## src/wpp_pkg.sv

```systemverilog
// Package for the windowed peak-to-peak meter: field widths, register reset
// value and the result record passed between the tracker and the output stage.
// No dependencies.
package wpp_pkg;

    localparam int SAMPLE_BITS = 14;
    localparam int TIME_BITS   = 32;
    localparam int WIN_BITS    = 32;
    localparam int CMP_BITS    = (TIME_BITS > WIN_BITS) ? TIME_BITS : WIN_BITS;

    localparam logic [WIN_BITS-1:0] WIN_RESET = WIN_BITS'(100);

    typedef struct packed {
        logic [SAMPLE_BITS-1:0] current_span;
        logic [SAMPLE_BITS-1:0] last_span;
        logic                   window_closed;
    } t_result;

endpackage

```

## src/wpp_tracker.sv

```systemverilog
// Window state and per-sample update: elapsed-time compare, running max/min,
// span of the open and the last closed window.
// Depends on wpp_pkg.
module wpp_tracker import wpp_pkg::*; (
    input  logic                   i_clk,
    input  logic                   i_rst_n,
    input  logic                   i_en,
    input  logic [SAMPLE_BITS-1:0] i_sample_code,
    input  logic [TIME_BITS-1:0]   i_timestamp,
    input  logic [WIN_BITS-1:0]    i_window_length,
    output t_result                o_result
);

    logic [TIME_BITS-1:0]   r_window_start, n_window_start;
    logic [SAMPLE_BITS-1:0] r_running_max,  n_running_max;
    logic [SAMPLE_BITS-1:0] r_running_min,  n_running_min;
    logic                   r_have_sample,  n_have_sample;
    logic [SAMPLE_BITS-1:0] r_closed_span,  n_closed_span;

    logic [TIME_BITS-1:0]   elapsed;
    logic                   closed;

    // wrapping difference, modulo 2^TIME_BITS
    assign elapsed = i_timestamp - r_window_start;
    assign closed  = CMP_BITS'(elapsed) >= CMP_BITS'(i_window_length);

    always_comb begin
        n_window_start = r_window_start;
        n_running_max  = r_running_max;
        n_running_min  = r_running_min;
        n_have_sample  = 1'b1;
        n_closed_span  = r_closed_span;
        if (closed) begin
            n_closed_span  = r_have_sample ? (r_running_max - r_running_min) : '0;
            n_window_start = i_timestamp;
            n_running_max  = i_sample_code;
            n_running_min  = i_sample_code;
        end else if (!r_have_sample) begin
            n_running_max  = i_sample_code;
            n_running_min  = i_sample_code;
        end else begin
            if (i_sample_code > r_running_max) begin
                n_running_max = i_sample_code;
            end
            if (i_sample_code < r_running_min) begin
                n_running_min = i_sample_code;
            end
        end
    end

    // window always holds this sample after the update
    always_comb begin
        o_result.current_span  = n_running_max - n_running_min;
        o_result.last_span     = n_closed_span;
        o_result.window_closed = closed;
    end

    always_ff @(posedge i_clk) begin
        if (!i_rst_n) begin
            r_window_start <= '0;
            r_running_max  <= '0;
            r_running_min  <= '0;
            r_have_sample  <= 1'b0;
            r_closed_span  <= '0;
        end else if (i_en) begin
            r_window_start <= n_window_start;
            r_running_max  <= n_running_max;
            r_running_min  <= n_running_min;
            r_have_sample  <= n_have_sample;
            r_closed_span  <= n_closed_span;
        end
    end

endmodule

```

## src/wpp_out_reg.sv

```systemverilog
// Result register with valid/ready toward the consumer.
// Depends on wpp_pkg.
module wpp_out_reg import wpp_pkg::*; (
    input  logic    i_clk,
    input  logic    i_rst_n,
    input  logic    i_load,
    input  t_result i_result,
    input  logic    i_ready,
    output logic    o_can_load,
    output logic    o_valid,
    output t_result o_result
);

    logic    r_valid;
    t_result r_result;

    assign o_can_load = !r_valid || i_ready;
    assign o_valid    = r_valid;
    assign o_result   = r_result;

    always_ff @(posedge i_clk) begin
        if (!i_rst_n) begin
            r_valid <= 1'b0;
        end else if (i_load) begin
            r_valid <= 1'b1;
        end else if (i_ready) begin
            r_valid <= 1'b0;
        end
    end

    always_ff @(posedge i_clk) begin
        if (i_load) begin
            r_result <= i_result;
        end
    end

endmodule

```

## src/windowed_peak_to_peak_meter.sv

```systemverilog
// Top level of the windowed peak-to-peak meter: input register, window length
// register, tracker and result register. Depends on wpp_pkg, wpp_tracker, wpp_out_reg.
//
//  channel   direction  handshake                  payload
//  input     in         i_valid / o_ready          i_sample_code, i_timestamp
//  result    out        o_valid / i_ready          o_current_span, o_last_span,
//                                                  o_window_closed
//  config    in         i_cfg_valid / o_cfg_ready  i_cfg_data (window length)
//
// One sample per cycle sustained while results are taken; o_valid rises once the input
// transaction has passed the input register, then the result register fed by one
// compare and min/max update. Synchronous active-low reset sets window length to 100
// and clears window state. A stalled result holds both stages; the input register
// refills in the cycle the result is taken. Config is always ready; zero is ignored.
module windowed_peak_to_peak_meter import wpp_pkg::*; (
    input  logic                   i_clk,
    input  logic                   i_rst_n,
    input  logic                   i_valid,
    output logic                   o_ready,
    input  logic [SAMPLE_BITS-1:0] i_sample_code,
    input  logic [TIME_BITS-1:0]   i_timestamp,
    output logic                   o_valid,
    input  logic                   i_ready,
    output logic [SAMPLE_BITS-1:0] o_current_span,
    output logic [SAMPLE_BITS-1:0] o_last_span,
    output logic                   o_window_closed,
    input  logic                   i_cfg_valid,
    output logic                   o_cfg_ready,
    input  logic [WIN_BITS-1:0]    i_cfg_data
);

    logic                   r_s1_valid;
    logic [SAMPLE_BITS-1:0] r_s1_sample;
    logic [TIME_BITS-1:0]   r_s1_time;
    logic [WIN_BITS-1:0]    r_window_length;

    logic    can_load;
    logic    s1_adv;
    logic    in_fire;
    t_result trk_result;
    t_result out_result;

    assign s1_adv      = r_s1_valid && can_load;
    assign o_ready     = !r_s1_valid || can_load;
    assign in_fire     = i_valid && o_ready;
    assign o_cfg_ready = 1'b1;

    always_ff @(posedge i_clk) begin
        if (!i_rst_n) begin
            r_s1_valid <= 1'b0;
        end else if (in_fire) begin
            r_s1_valid <= 1'b1;
        end else if (s1_adv) begin
            r_s1_valid <= 1'b0;
        end
    end

    always_ff @(posedge i_clk) begin
        if (in_fire) begin
            r_s1_sample <= i_sample_code;
            r_s1_time   <= i_timestamp;
        end
    end

    always_ff @(posedge i_clk) begin
        if (!i_rst_n) begin
            r_window_length <= WIN_RESET;
        end else if (i_cfg_valid && o_cfg_ready && (i_cfg_data != '0)) begin
            r_window_length <= i_cfg_data;
        end
    end

    wpp_tracker u_tracker (
        .i_clk           (i_clk),
        .i_rst_n         (i_rst_n),
        .i_en            (s1_adv),
        .i_sample_code   (r_s1_sample),
        .i_timestamp     (r_s1_time),
        .i_window_length (r_window_length),
        .o_result        (trk_result)
    );

    wpp_out_reg u_out_reg (
        .i_clk      (i_clk),
        .i_rst_n    (i_rst_n),
        .i_load     (s1_adv),
        .i_result   (trk_result),
        .i_ready    (i_ready),
        .o_can_load (can_load),
        .o_valid    (o_valid),
        .o_result   (out_result)
    );

    assign o_current_span  = out_result.current_span;
    assign o_last_span     = out_result.last_span;
    assign o_window_closed = out_result.window_closed;

    // a fresh window holds only the sample that opened it
    a_closed_span_zero: assert property (@(posedge i_clk) disable iff (!i_rst_n)
        o_valid && o_window_closed |-> o_current_span == '0)
        else $error("closing result has nonzero current span");

    a_length_nonzero: assert property (@(posedge i_clk) disable iff (!i_rst_n)
        r_window_length != '0)
        else $error("window length is zero");

    a_zero_write_ignored: assert property (@(posedge i_clk) disable iff (!i_rst_n)
        i_cfg_valid && (i_cfg_data == '0) |=> $stable(r_window_length))
        else $error("zero write changed window length");

    // a result held under stall keeps the input stage from advancing
    a_stall_holds_s1: assert property (@(posedge i_clk) disable iff (!i_rst_n)
        r_s1_valid && o_valid && !i_ready |=> r_s1_valid && $stable(r_s1_time))
        else $error("input stage advanced during output stall");

endmodule

```

## config.mk

```make
export PLATFORM = sky130hd
export DESIGN_NAME = windowed_peak_to_peak_meter
export DESIGN_NICKNAME = d
export VERILOG_FILES = /design/src/wpp_pkg.sv /design/src/wpp_tracker.sv /design/src/wpp_out_reg.sv /design/src/windowed_peak_to_peak_meter.sv
export SDC_FILE = /design/constraint.sdc
export NUM_CORES = 1
export LEC_CHECK = 0
export ABC_CLOCK_PERIOD_IN_PS = 10050
export BUFFER_PORTS_ARGS = -buffer_cell sky130_fd_sc_hd__buf_2
export CAP_MARGIN = 20
export CORE_AREA = 2 2 141 143
export DETAILED_ROUTE_END_ITERATION = 6
export DIE_AREA = 0 0 143 145
export PLACE_DENSITY = 0.8
export SYNTH_ARGS = -nofsm -noshare
export SYNTH_HDL_FRONTEND = slang
export SYNTH_HIERARCHICAL = 1
export SYNTH_SLANG_ARGS = --single-unit
export TNS_END_PERCENT = 100
```

## constraint.sdc

```tcl
create_clock -name i_clk -period 10.05 [get_ports i_clk]
set_clock_uncertainty 0.2 [all_clocks]
set_input_delay 3.015 -clock i_clk [delete_from_list [all_inputs] [get_ports i_clk]]
set_output_delay 3.015 -clock i_clk [all_outputs]
set_load 0.05 [all_outputs]
```

==> results.json <==
{
  "rrSetupSlack_ns": 1.29,
  "setup.worst_path.class": "reg2reg",
  "setup_viol": 0,
  "place_congestion": 0.926,
  "yosys_warnings": 6,
  "cts_tree": "built",
  "worst_path_max_delay_cell": "nor3_4",
  "dr.pass1.iters": 5,
  "tns_ns": 0,
  "hold_viol": 0,
  "finalNonFillerCells": 1604,
  "clock-sinks": 184,
  "worst_slack_ns": 1.29,
  "crit_arrival_ns": 8.74,
  "post-route-util_pct": 65.9,
  "syn-cell-area_um2": 11300,
  "clk_latency_ns": 0.44,
  "critical_path_required_ns": 10.03,
  "dp_hpwl_mm": 17.2,
  "cts_made_buffers": 17,
  "layout_commonest_cell": "nand2_1",
  "yosys_register_bits": 184,
  "syn_to_final_growth_pct": 11.9,
  "cts_htree_levels": 4,
  "antenna_left": 0,
  "postCtsHoldBufs": 0,
  "async_reset_ff_share_pct": 0,
  "cp_max_fo": 17,
  "initial_core_util_pct": 58.9,
  "overflow": 0,
  "grt_pass1_wl_mm": 40.6,
  "worstSetupEndpointType": "flop",
  "drive_gt1_share_pct": 12.5,
  "mostFrequentLayoutCells": "196 x nand2_1, 116 x ha_1, 115 x inv_1, 112 x buf_2, 109 x dfxtp_1",
  "wl_mm": 24.4,
  "track_usage_pct": 24.2,
  "dp.cells": 1572,
  "portBuffers": 113,
  "grt_pass1_vias": 8498,
  "synth.distinct_cells": 68,
  "cpPeakStageDelay_ns": 0.73,
  "first_iter_violations": 748,
  "cp_common_cell": "a21o_1",
  "p_leak_uw": 0.00522,
  "io_pins": 115,
  "clock_path_buffers": 2,
  "avgSynthCellArea_um2": 9.16,
  "fin_nets": 1528,
  "core_um2": 19200,
  "vias": 8986,
  "clk_pin_slew_worst_paths_ns": 0.07,
  "slew_violations": 0,
  "ys.flop_type": "dfxtp_1",
  "powerDensity_nw_per_um2": 171,
  "num_rows": 51,
  "max-vdd-ir-drop_uv": 123,
  "die_width_um": 143,
  "worst-path-buf-inv": 1,
  "min_period_ns": 8.76,
  "syn_nets": 1436,
  "synth_edf_count": 75,
  "dp_slack_ns": 1.44,
  "root_buffer": "clkbuf_16",
  "diodes": 0,
  "grt_start_max_net_pins": 91,
  "die_h_um": 145,
  "crit_family": "compound AO/OA/AOI/OAI gates",
  "max_cap_viol_count": 0,
  "outcome": "completed",
  "viasPerCell": 5.60,
  "cts-resized-gates": 0,
  "postCtsSetupBuffers": 0,
  "drc": 0,
  "antenna_found_initial": 0,
  "min_path_type": "reg2reg",
  "relSlewSlack_pct": 34.7,
  "postSynthCellCount": 1234,
  "rsz0062_at_grt": "false",
  "wl_per_cell_um": 15.2,
  "ys_seq_area_share_pct": 39.2,
  "fmax_mhz": 114,
  "finalCritPeriodShare_pct": 87.2,
  "fp.dieArea_um2": 20700,
  "worstMarginPinSlew_ns": 0.980,
  "start_kind": "flop"
}
==> where the power goes <==
group	internal, uW	switching, uW
Clock	423	290
Combinational	233	352
Sequential	835	30.6
Total	1490	672
==> sequential cells by signal, indices dropped and copies added (netlist names), 14 cells and up <==
name / flops
u_tracker/r_window_start: 32
r_window_length: 32
u_tracker/r_running_min: 14
u_out_reg/o_result: 29
r_s1_time: 32
u_tracker/r_closed_span: 14
r_s1_sample: 14
u_tracker/r_running_max: 14
==> worst register-to-register path: cells and delay by family, from the launching register on <==
kind / cells / cell delay (ns)
muxes: 1 / 0.45
adders and majority gates: 3 / 0.94
and+or+nand+nor: 9 / 3.03
buffers and inverters: 1 / 0.25
xor gates and xnor gates: 1 / 0.15
DFF: 1 / 0.39
AOI/OAI and AO/OA: 13 / 3.09
==> final cells by class <==
| type | count | area, um2 |
|---|---|---|
| inverter | 118 | 443 |
| clock inverter | 12 | 171 |
| tap | 265 | 332 |
| fill | 1518 | 6560 |
| timing repair buffer | 120 | 621 |
| sequential | 184 | 4430 |
| multi-input combinational | 885 | 6200 |
| clock buffer | 20 | 447 |
==> synthesized netlist by cell type (all sizes together) (4+ instances only) <==
cell	count	share of area, %
and2	11	0.61
a21boi	61	4.1
ha	116	13
and3	7	0.39
a21o	29	1.9
clkbuf	33	1.1
a21oi	72	3.2
buf	14	0.92
o21bai	6	0.40
inv	117	3.9
nand2b	11	0.67
xnor2	29	2.2
a211oi	11	0.73
a2111oi	6	0.64
nand2	196	6.5
xor2	19	1.5
o21ai	35	1.6
nor4	12	0.72
mux2i	45	4.0
mux2	22	2.2
nor2	52	1.7
nand3	33	1.5
dfxtp	109	19
nor3b	4	0.27
o211ai	12	0.80
o21a	6	0.40
nand4	16	0.89
edfxtp	75	20
nor2b	24	1.3
nor3	10	0.54
==> per-layer routing <==
layer  track usage, %  wire, um
met5                0         0
met4             7.87       481
met3             4.52      1030
met2             37.4     11000
met1             34.3     11900
==> final timing paths <==
check | from | cells after the start | end
max | r_s1_time[10]$_DFFE_PP_ | 28 | u_out_reg/o_result[28]$_DFFE_PP_
min | u_tracker/r_closed_span[1]$_SDFFE_PN0P_ | 2 | u_tracker/r_closed_span[1]$_SDFFE_PN0P_
max reg2reg | r_s1_time[10]$_DFFE_PP_ | 28 | u_out_reg/o_result[28]$_DFFE_PP_
min reg2reg | u_tracker/r_closed_span[1]$_SDFFE_PN0P_ | 2 | u_tracker/r_closed_span[1]$_SDFFE_PN0P_
==> cells by family after synthesis <==
group	after synthesis	share of synthesized area, %
adder cells (fa/ha/maj)	119	13.4
other	1	0.0332
XOR/XNOR	48	3.72
buffers and inverters	165	5.93
flip-flops	184	39.2
AND/OR/NAND/NOR	387	15.9
AO/OA/AOI/OAI	263	15.7
multiplexers	67	6.17
==> metrics by stage <==
step / hold WS (ns) / area [um2] / total power (uW)
5_1_grt: 0.269 / 12700 / 2280
6_report: 0.252 / 12700 / 2160
4_1_cts: 0.254 / 12700 / 2170
3_3_place_gp: 0.238 / 12000 / 1440
3_5_place_dp: 0.245 / 12000 / 1460
2_1_floorplan: 0.233 / 11300 / 1320
No activity file was read; power rests on OpenSTA's default activity.
